[config.mk]
export PLATFORM = sky130hd
export DESIGN_NAME = button_short_long_press_detector
export DESIGN_NICKNAME = d
export VERILOG_FILES = /design/src/rtl/bspd_pkg.sv /design/src/rtl/button_short_long_press_detector.sv /design/src/rtl/bspd_lane.sv /design/src/rtl/bspd_merge.sv
export VERILOG_INCLUDE_DIRS = /design/src /design/src/rtl
export SDC_FILE = /design/constraint.sdc
export NUM_CORES = 1
export LEC_CHECK = 0
export BUFFER_PORTS_ARGS = -buffer_cell sky130_fd_sc_hd__buf_2
export CAP_MARGIN = 20
export CORE_MARGIN = 2
export CORE_UTILIZATION = 25
export CTS_BUF_LIST = sky130_fd_sc_hd__clkbuf_4 sky130_fd_sc_hd__clkbuf_8
export DETAILED_ROUTE_END_ITERATION = 8
export GPL_ROUTABILITY_DRIVEN = 0
export PLACE_DENSITY = 0.52
export SETUP_SLACK_MARGIN = 0.02
export SYNTH_ARGS = -nofsm -noshare
export SYNTH_HDL_FRONTEND = slang
export SYNTH_SLANG_ARGS = --single-unit
[constraint.sdc]
create_clock -name clk -period 4.6 [get_ports clk]
set_input_delay 0.46 -clock clk [delete_from_list [all_inputs] [get_ports clk]]
set_output_delay 0.46 -clock clk [all_outputs]
set_load 0.02 [all_outputs]
[src/rtl/button_short_long_press_detector_defines.svh]
// ----------------------------------------------------------------------------
// button_short_long_press_detector_defines.svh
// Assertion macros used by the press detector top level.
// ----------------------------------------------------------------------------
`ifndef BUTTON_SHORT_LONG_PRESS_DETECTOR_DEFINES_SVH
`define BUTTON_SHORT_LONG_PRESS_DETECTOR_DEFINES_SVH

// Same-cycle implication, checked out of reset
`define BSPD_ASSERT_NOW(label, ante, cons, msg) \
  label: assert property (@(posedge clk) disable iff (!rst_n) (ante) |-> (cons)) \
    else $error(msg);

// Next-cycle implication, checked out of reset
`define BSPD_ASSERT_NEXT(label, ante, cons, msg) \
  label: assert property (@(posedge clk) disable iff (!rst_n) (ante) |=> (cons)) \
    else $error(msg);

`endif

[src/rtl/bspd_pkg.sv]
// ----------------------------------------------------------------------------
// bspd_pkg
// Shared types and constants of the short/long press detector.
// ----------------------------------------------------------------------------
package bspd_pkg;

  // Number of button lanes (one port per button on the top level)
  localparam int NUM_BUTTONS = 4;

  localparam int TIME_W = 32;
  localparam int THR_W  = 16;

  localparam logic [THR_W-1:0] SHORT_THR_RST = THR_W'(50);
  localparam logic [THR_W-1:0] LONG_THR_RST  = THR_W'(1000);

  // Per-button phase
  typedef enum logic [2:0] {
    PH_IDLE        = 3'd0,
    PH_DEB_PRESS   = 3'd1,
    PH_PRESSED     = 3'd2,
    PH_LONG_HELD   = 3'd3,
    PH_DEB_RELEASE = 3'd4
  } phase_t;

  // Event codes reported per button
  typedef enum logic [1:0] {
    EV_NONE  = 2'd0,
    EV_SHORT = 2'd1,
    EV_LONG  = 2'd2
  } event_t;

  // Configuration register indexes
  typedef enum logic [0:0] {
    REG_SHORT_THR = 1'b0,
    REG_LONG_THR  = 1'b1
  } cfg_reg_t;

  // Thresholds handed to every lane
  typedef struct packed {
    logic [THR_W-1:0] short_ms;
    logic [THR_W-1:0] long_ms;
  } thr_cfg_t;

endpackage

[src/rtl/button_short_long_press_detector.sv]
// ----------------------------------------------------------------------------
// button_short_long_press_detector
// Four-button debounce with short and long press events.
// ----------------------------------------------------------------------------
// Usage:
//   Input channel (in_valid/in_ready) carries one pressed bit per button and
//   the free-running millisecond time in_now_ms. Each transaction advances
//   all four button machines together, one lane per button.
//   Output channel (out_valid/out_ready) returns one event code per button
//   for every input transaction: none, short press or long press.
//   The result is registered at the accepting edge.
//   Throughput is one transaction per cycle unless the output stalls; each lane
//   does one 32-bit elapsed-time subtract and two threshold compares per transaction.
//   When the receiver stalls, the result stays in the output register and
//   in_ready drops until it is taken; in_ready follows out_ready then.
//   Config channel (cfg_valid/cfg_ready, always ready) writes index 0, the
//   debounce threshold, or index 1, the long-hold threshold, in ms.
//   Reset (rst_n low, synchronous) sets thresholds to 50 and 1000 ms, all
//   buttons idle and the output register empty.
// ----------------------------------------------------------------------------
module button_short_long_press_detector (
  input  logic                          clk,
  input  logic                          rst_n,
  input  logic                          in_valid,
  output logic                          in_ready,
  input  logic                          in_pressed_0,
  input  logic                          in_pressed_1,
  input  logic                          in_pressed_2,
  input  logic                          in_pressed_3,
  input  logic [bspd_pkg::TIME_W-1:0]   in_now_ms,
  output logic                          out_valid,
  input  logic                          out_ready,
  output logic [1:0]                    out_event_0,
  output logic [1:0]                    out_event_1,
  output logic [1:0]                    out_event_2,
  output logic [1:0]                    out_event_3,
  input  logic                          cfg_valid,
  output logic                          cfg_ready,
  input  logic [0:0]                    cfg_index,
  input  logic [bspd_pkg::THR_W-1:0]    cfg_wdata
);
  import bspd_pkg::*;

`include "button_short_long_press_detector_defines.svh"

  logic                       in_fire;
  logic                       can_load;
  logic [NUM_BUTTONS-1:0]     down;
  thr_cfg_t                   thr_r;
  event_t [NUM_BUTTONS-1:0]   lane_ev;
  event_t [NUM_BUTTONS-1:0]   out_ev;

  assign cfg_ready = 1'b1;
  assign in_ready  = can_load;
  assign in_fire   = in_valid && can_load;
  assign down      = {in_pressed_3, in_pressed_2, in_pressed_1, in_pressed_0};

  // Threshold registers
  always_ff @(posedge clk) begin
    if (!rst_n) begin
      thr_r.short_ms <= SHORT_THR_RST;
      thr_r.long_ms  <= LONG_THR_RST;
    end else if (cfg_valid) begin
      unique case (cfg_reg_t'(cfg_index))
        REG_SHORT_THR: thr_r.short_ms <= cfg_wdata;
        REG_LONG_THR:  thr_r.long_ms  <= cfg_wdata;
      endcase
    end
  end

  // One machine per button
  for (genvar g = 0; g < NUM_BUTTONS; g++) begin : g_lane
    bspd_lane u_lane (
      .clk    (clk),
      .rst_n  (rst_n),
      .step   (in_fire),
      .down   (down[g]),
      .now_ms (in_now_ms),
      .thr    (thr_r),
      .ev     (lane_ev[g])
    );
  end

  // Output register
  bspd_merge u_merge (
    .clk       (clk),
    .rst_n     (rst_n),
    .load      (in_fire),
    .lane_ev   (lane_ev),
    .out_ready (out_ready),
    .out_valid (out_valid),
    .out_ev    (out_ev),
    .can_load  (can_load)
  );

  assign out_event_0 = out_ev[0];
  assign out_event_1 = out_ev[1];
  assign out_event_2 = out_ev[2];
  assign out_event_3 = out_ev[3];

  // Checks
  `BSPD_ASSERT_NOW(a_stall_blocks_input, out_valid && !out_ready, !in_ready, "input taken while output stalled")
  `BSPD_ASSERT_NEXT(a_accept_gives_result, in_valid && in_ready, out_valid, "accepted transaction produced no result")
  `BSPD_ASSERT_NOW(a_no_bad_event, out_valid, (out_event_0 != 2'b11) && (out_event_1 != 2'b11) && (out_event_2 != 2'b11) && (out_event_3 != 2'b11), "undefined event code on output")

endmodule

[src/rtl/bspd_lane.sv]
// ----------------------------------------------------------------------------
// bspd_lane
// One button: debounce/short/long phase machine with its own time mark.
// ----------------------------------------------------------------------------
module bspd_lane (
  input  logic                          clk,
  input  logic                          rst_n,
  input  logic                          step,
  input  logic                          down,
  input  logic [bspd_pkg::TIME_W-1:0]   now_ms,
  input  bspd_pkg::thr_cfg_t            thr,
  output bspd_pkg::event_t              ev
);
  import bspd_pkg::*;

  phase_t              phase_r, phase_nxt;
  logic [TIME_W-1:0]   mark_r, mark_nxt;
  logic                long_fired_r, long_fired_nxt;
  logic [TIME_W-1:0]   elapsed;
  logic                short_met;
  logic                long_met;

  // Wrapping elapsed time against the mark
  assign elapsed   = now_ms - mark_r;
  assign short_met = (elapsed >= {{(TIME_W-THR_W){1'b0}}, thr.short_ms});
  assign long_met  = (elapsed >= {{(TIME_W-THR_W){1'b0}}, thr.long_ms});

  // Next phase
  always_comb begin
    phase_nxt = phase_r;
    unique case (phase_r)
      PH_DEB_PRESS: begin
        if (!down) phase_nxt = PH_IDLE;
        else if (short_met) phase_nxt = PH_PRESSED;
      end
      PH_PRESSED: begin
        if (!down) phase_nxt = PH_DEB_RELEASE;
        else if (long_met) phase_nxt = PH_LONG_HELD;
      end
      PH_LONG_HELD: begin
        if (!down) phase_nxt = PH_DEB_RELEASE;
      end
      PH_DEB_RELEASE: begin
        if (down) phase_nxt = PH_PRESSED;
        else if (short_met) phase_nxt = PH_IDLE;
      end
      default: begin
        // idle, and unused codes behave as idle
        phase_nxt = down ? PH_DEB_PRESS : PH_IDLE;
      end
    endcase
  end

  // Event, mark and long flag
  always_comb begin
    ev             = EV_NONE;
    mark_nxt       = mark_r;
    long_fired_nxt = long_fired_r;
    unique case (phase_r)
      PH_DEB_PRESS: begin
        if (down && short_met) mark_nxt = now_ms;
      end
      PH_PRESSED: begin
        if (!down) begin
          mark_nxt = now_ms;
        end else if (long_met) begin
          ev             = EV_LONG;
          long_fired_nxt = 1'b1;
        end
      end
      PH_LONG_HELD: begin
        if (!down) mark_nxt = now_ms;
      end
      PH_DEB_RELEASE: begin
        // a bounce keeps the release mark
        if (!down && short_met) begin
          if (!long_fired_r) ev = EV_SHORT;
          long_fired_nxt = 1'b0;
        end
      end
      default: begin
        if (down) begin
          mark_nxt       = now_ms;
          long_fired_nxt = 1'b0;
        end
      end
    endcase
  end

  // State update on each accepted transaction
  always_ff @(posedge clk) begin
    if (!rst_n) begin
      phase_r      <= PH_IDLE;
      mark_r       <= '0;
      long_fired_r <= 1'b0;
    end else if (step) begin
      phase_r      <= phase_nxt;
      mark_r       <= mark_nxt;
      long_fired_r <= long_fired_nxt;
    end
  end

endmodule

[src/rtl/bspd_merge.sv]
// ----------------------------------------------------------------------------
// bspd_merge
// Collects the lane events of one transaction into the output register.
// ----------------------------------------------------------------------------
module bspd_merge (
  input  logic                                   clk,
  input  logic                                   rst_n,
  input  logic                                   load,
  input  bspd_pkg::event_t [bspd_pkg::NUM_BUTTONS-1:0] lane_ev,
  input  logic                                   out_ready,
  output logic                                   out_valid,
  output bspd_pkg::event_t [bspd_pkg::NUM_BUTTONS-1:0] out_ev,
  output logic                                   can_load
);
  import bspd_pkg::*;

  logic                        out_valid_r, out_valid_nxt;
  event_t [NUM_BUTTONS-1:0]    ev_r;

  // Room when empty or the held result leaves this cycle
  assign can_load = !out_valid_r || out_ready;

  always_comb begin
    out_valid_nxt = out_valid_r;
    if (load) out_valid_nxt = 1'b1;
    else if (out_ready) out_valid_nxt = 1'b0;
  end

  // Valid flag
  always_ff @(posedge clk) begin
    if (!rst_n) begin
      out_valid_r <= 1'b0;
    end else begin
      out_valid_r <= out_valid_nxt;
    end
  end

  // Event payload
  always_ff @(posedge clk) begin
    if (load) begin
      ev_r <= lane_ev;
    end
  end

  assign out_valid = out_valid_r;
  assign out_ev    = ev_r;

endmodule
; ---- After elaboration in Yosys (flattened, before gate mapping)
; Index checks and enable logic that the tools add are counted.
[totals]
regBits = 185
input_bits = 58
output_inout_bits = 11
wordCells = 232
[op_classes]
add_sub_neg = 4
magnitude_cmp = 8
eq_ne = 52
n_mux = 94
bitwise = 9
n_reduce_logical = 46
[ops]
columns = operator, n
row1 = 32-bit 2-to-1 mux, 12
row2 = 32-bit case mux with 3 select lines, 4
row3 = 32-bit by 16-bit >= comparator with 1-bit output, 8
row4 = 32-bit subtractor, 4
row5 = 3-bit 2-to-1 mux, 28
row6 = 3-bit case mux with 4 select lines, 4
row7 = 5-bit AND reduction, 8
row8 = "3-bit by 2-bit != test with 1-bit output, second input constant", 12
row9 = 1-bit 2-to-1 mux, 26
row10 = "3-bit by 2-bit equality test with 1-bit output, second input constant", 8
row11 = 2-bit 2-to-1 mux, 12
row12 = "2-bit by 1-bit != test with 1-bit output, second input constant", 12
row13 = "2-bit != test, second input constant", 12
row14 = 6-bit AND reduction, 4
row15 = 2-bit case mux with 2 select lines, 4
row16 = 2-bit OR reduction, 8
row17 = "3-bit by 1-bit equality test with 1-bit output, second input constant", 4
row18 = "3-bit equality test, second input constant", 4
row19 = 1-bit case mux with 3 select lines, 4
row20 = 3-bit nonzero test, 4
row21 = 2-bit nonzero test, 5
row22 = 1-bit logical AND, 9
row23 = 1-bit NOT, 9
row24 = 1-bit logical NOT, 5
row25 = 2 further kinds, 3

; ---- Logic depth before layout (Yosys ltp)
[depth]
ltp_word = 5
mapped_depth = 22

; ---- Cells and area by module
; Synthesis repeated with hierarchy kept, for this count alone.
[unflattened]
cells_unflattened = 2636
hier_area_um2 = 19718.9
[modules_own_cells]
columns = module, n_inst, cells_each, area_each_um2, seq_area_each_um2
row1 = bspd_lane at g_lane[0].u_lane ..., 2, 608, 4418.0, 720.7
row2 = bspd_lane at g_lane[1].u_lane, 1, 646, 4689.5, 720.7
row3 = bspd_lane at g_lane[3].u_lane, 1, 626, 4640.7, 720.7
row4 = button_short_long_press_detector, 1, 136, 1263.7, 640.6
row5 = bspd_merge, 1, 12, 289.0, 260.2

; ---- Least setup slack after synthesis
; No wires, ideal clock.
[synth_path]
path_type = input-to-reg
start = input port in_now_ms[0] (netlist bit)
end = register g_lane[2].u_lane.phase_r[1]
t_arrival_ns = 4.390
t_required_ns = 4.468
path_slack_ns = 0.077
cell_stages = 19
n_path_buf = 0
cell_sequence = inv_1 > ha_1 > fa_1 > nand2b_1 > a21oi_1 > o21ai_0 > o21ai_0 > a21oi_1 > xnor2_1 > ha_1 > and4_1 > a221oi_1 > o211ai_1 > nor3b_1 > o21bai_1 > or4b_2 > o21a_1 > mux2i_1 > a31oi_1
[synth_between]
elab_chain_cells = 4
word_cells_on_any_way = 7
[synth_lines]
columns = element, line_no
row1 = from (decl), button_short_long_press_detector.sv:30  ; input logic [bspd_pkg::TIME_W-1:0] in_now_ms,
row2 = 32-bit subtractor *, bspd_lane.sv:24  ; assign elapsed = now_ms - mark_r;
row3 = "32-bit by 16-bit >= comparator with 1-bit output, on equally long branches", "bspd_lane.sv:26, bspd_lane.sv:25"
row4 = 3-bit by 2-bit != test with 1-bit output (no line), --
row5 = 5-bit AND reduction (no line) *, --
row6 = to (signal assigned), bspd_lane.sv:97  ; phase_r <= phase_nxt;
row7 = to (decl), bspd_lane.sv:16  ; phase_t phase_r, phase_nxt;
; Every way passes the cells marked *; elsewhere a longest branch is shown, timed or not.
; A chain may end at the register's enable or synchronous reset.

; ---- Worst setup path in the final report
[layout_path]
start = register g_lane[1].u_lane.mark_r[0]
end = register g_lane[1].u_lane.mark_r[29]
[layout_between]
elab_chain_cells = 5
[layout_lines]
columns = element, line_no
row1 = from (decl), bspd_lane.sv:17  ; logic [TIME_W-1:0] mark_r, mark_nxt;
row2 = from (signal assigned), bspd_lane.sv:98  ; mark_r <= mark_nxt;
row3 = 32-bit subtractor, bspd_lane.sv:24
row4 = 32-bit by 16-bit >= comparator with 1-bit output, bspd_lane.sv:25  ; assign short_met = (elapsed >= {{(TIME_W-THR_W){1'b0}}, thr.short_ms});
row5 = 1-bit logical AND, bspd_lane.sv:61  ; if (down && short_met) mark_nxt = now_ms;
row6 = 2-bit by 1-bit != test with 1-bit output (no line), --
row7 = 5-bit AND reduction (no line), --
; Every way passes these cells.

==> impl_metrics.env <==
export IMPL_ant_nets=0
export IMPL_finalMaxSlewViolations=0
export IMPL_seqCellArea_um2=3786
export IMPL_final_hold_viol_count=0
export IMPL_min_period_ns=4.379
export IMPL_drt_total_wl_um=61910
export IMPL_vias=18420
export IMPL_whs_ns=0.1000
export IMPL_clockBufferDepth=2
export IMPL_antenna_found_initial=2
export IMPL_grt_pass1_vias=17520
export IMPL_synth_top_area_share_pct=19.09
export IMPL_fp_dieH_um=276.5
export IMPL_numPortBuffers=67
export IMPL_routedWlPerCell_um=17.00
export IMPL_first_pass_iters=5
export IMPL_max_freq_ghz=0.2283
export IMPL_final_area_um2=22310
export IMPL_pwr_share_clk_pct=23.7
export IMPL_synth_commonest_cells="nand2_1 (267), ha_1 (252), a21oi_1 (229), inv_1 (197), nor2_1 (194)"
export IMPL_sequentialPowerShare_pct=29.7
export IMPL_grtUsageMet3_pct=2.062
export IMPL_required_ns=5.07
export IMPL_dr_first_iter_drc_count=1301
export IMPL_yosysSeqAreaShare_pct=20.38
export IMPL_synth_ff_type="dfxtp_1"
export IMPL_multi_input_area_um2=13700
export IMPL_slowest_stage="fa_1"
export IMPL_nFillCells=7879
export IMPL_cts_tree="done"
export IMPL_skew_ns=0.02723
export IMPL_ys_types=101
export IMPL_rsz0062_at_grt="true"
export IMPL_syn_cell_area_um2=18560
export IMPL_drcViolationCount=0
export IMPL_ctsHoldBuffers=0
export IMPL_core_um2=73210
export IMPL_pwr_share_comb_pct=46.6
export IMPL_final_core_util_pct=30.48
export IMPL_yosys_warnings=0
export IMPL_syn_nets=2743
export IMPL_yosys_top_cells_area="dfxtp_1 (19%), ha_1 (17%), a21oi_1 (6.2%), mux2i_1 (5.9%), nand2_1 (5.4%)"
export IMPL_die_w_um=276.5
export IMPL_grt_busiest_layer="met2"
export IMPL_swShare_pct=38.93
export IMPL_fin_setup_tns_ns=0
export IMPL_power_switching_mw=2.289
export IMPL_start_util_pct=25.36
export IMPL_grt_pass1_wl_um=95590
export IMPL_cp_arrival_ns=4.85
export IMPL_outcome="finished, final reports clean"
export IMPL_synth_seq_cells=185
export IMPL_h_tree_depth=4
export IMPL_syn_area_per_cell_um2=7.642
export IMPL_ioPinCount=69
export IMPL_vdd_drop_max_uv=139.6
export IMPL_synth_edff_count=8
export IMPL_max_stage_delay_ns=0.39
export IMPL_root_buffer="clkbuf_8"
export IMPL_grtUsageMet2_pct=26.22
export IMPL_p_total_mw=5.879
export IMPL_use_met1_pct=21.27
export IMPL_dieArea_um2=76450
export IMPL_hold_class="input port to flip-flop"
export IMPL_cap_violations=0
export IMPL_setup_viol=0
export IMPL_grt_start_max_net_pins=90
export IMPL_placed_area_um2=21570
export IMPL_slew_headroom_pct=37.01
export IMPL_async_flop_share_pct=0
export IMPL_path_class="flip-flop to flip-flop"
export IMPL_clk_latency_ns=0.60
export IMPL_fp_row_count=99
export IMPL_drive_above_1_share_pct=15.78
export IMPL_via_per_inst=5.058
export IMPL_crit_chain="ha_1 -> fa_1 -> nand2b_1 -> a21oi_2 -> o21ai_2 -> a21oi_2 -> xor2_1 -> ha_1 -> a211o_1 -> a211oi_2 -> a21oi_1 -> a211oi_1 -> buf_4 -> and3_1 -> nand3_2 -> o311ai_4 -> buf_6 -> buf_8 -> mux2i_1 -> nor2_1"
export IMPL_p_leak_nw=9.479
export IMPL_synthCells=2429
export IMPL_clk_pin_slew_worst_paths_ns=0.11
export IMPL_post_synth_top_count_cell="nand2_1"
export IMPL_crit_path_end_kind="flip-flop"
export IMPL_syn2layout_area_growth_pct=20.19
export IMPL_cts_sinks=185
export IMPL_critPathMaxFanout=8
export IMPL_synth_area_leader_cell="dfxtp_1"
export IMPL_period_share_pct=95.20
export IMPL_startpoint_type="flip-flop"
export IMPL_tightest_slew_ns=0.9438
export IMPL_power_density_nw_per_um2=263.5
export IMPL_grt_ovfl_total=0
export IMPL_gr_usage_all_layers_pct=15.75
export IMPL_p_int_mw=3.590
export IMPL_hpwlAfterDp_um=49380
export IMPL_finalNetCount=2982
export IMPL_cts_made_buffers=17
final cells by class:
type | instances | share of cell area (%)
Clock buffer | 19 | 1.144
Inverter | 197 | 3.326
Clock inverter | 13 | 0.9646
Timing Repair Buffer | 323 | 10.80
Tap cell | 959 | 5.378
Antenna cell | 1 | 0.01122
Sequential cell | 185 | 16.97
Multi-Input combinational cell | 1944 | 61.40
layout by cell type, fill, tap and decap left out, types with 39 or more instances in the layout:
cell type,instances
xnor2_1,48
a21o_1,66
ha_1,251
inv_1,196
nand2_1,267
buf_4,244
a21oi_1,221
mux2i_1,110
o211ai_1,41
o21ai_0,120
dfxtp_1,175
nand4_1,39
buf_2,66
nor2_1,193
nand3_1,66
final timing paths:
kind / from / end / slack, ns / cells after the start
worst min register to register: g_lane[3].u_lane.mark_r[18]$_SDFFE_PN0P_ / g_lane[3].u_lane.mark_r[18]$_SDFFE_PN0P_ / 0.46 / 2
worst min-delay path: in_valid / u_merge.out_valid$_SDFFE_PN0P_ / 0.10 / 3
worst max register to register: g_lane[1].u_lane.mark_r[0]$_SDFFE_PN0P_ / g_lane[1].u_lane.mark_r[29]$_SDFFE_PN0P_ / 0.22 / 20
worst max-delay path: g_lane[1].u_lane.mark_r[0]$_SDFFE_PN0P_ / g_lane[1].u_lane.mark_r[29]$_SDFFE_PN0P_ / 0.22 / 20
power groups by stage:
stage	sequential (mW)	combinational (mW)	clock, mW
2_1_floorplan	1.77	1.73	0
3_3_place_gp	1.78	2.66	0
3_5_place_dp	1.78	2.67	0
4_1_cts	1.75	2.69	1.45
5_1_grt	1.76	3.06	1.50
6_report	1.74	2.74	1.39
critical path, delay by kind of cell (launching register included):
family / cells / cell delay, ns
AO/OA/AOI/OAI: 8 / 1.61
XOR/XNOR: 1 / 0.21
adder cells (fa/ha/maj): 3 / 0.87
buffers and inverters: 3 / 0.49
flip-flops: 1 / 0.33
multiplexers: 1 / 0.19
AND/OR/NAND/NOR: 4 / 0.51
registers in the layout, indices dropped and copies added (netlist names):
signal                      flops
g_lane.u_lane.long_fired_r      4
g_lane.u_lane.mark_r          128
g_lane.u_lane.phase_r          12
thr_r                          32
u_merge.out_ev                  8
u_merge.out_valid               1
cells by family (layout without fill, tap and decap cells):
logic type      count (synthesis)  after routing  synth area share, %
xor+xnor                       73             73                3.444
simple gates                  771            771                19.88
compound gates                728            728                26.02
buf+inv                       300            552                6.606
mux                           115            115                6.235
other cells                     1              2              0.02020
flops                         185            185                20.38
fa+ha+maj                     256            256                17.42
metal layers:
metal | part of all wire, % | wire (µm)
met3 | 3.4 | 2090
met2 | 46 | 28410
met5 | 0.018 | 11
met4 | 1.7 | 1027
met1 | 49 | 30380
repair_timing:
item                                    CTS  global route
endpoints found under the hold margin     0             0
cloned                                    0             3
pin swaps                                 2            17
setup buffers                             2             5
gates resized for setup                   7            32
endpoints found under the setup margin    3            46
stage by stage:
stage / cells / worst slack, ns
after floorplan: 2429 / 0.07718
after global placement: 3598 / -0.3739
after detailed placement: 3598 / -0.3968
after CTS: 3632 / 0.04559
after global routing: 3641 / -0.04558
final: 3641 / 0.2207
(Power assumes the default switching activity.)
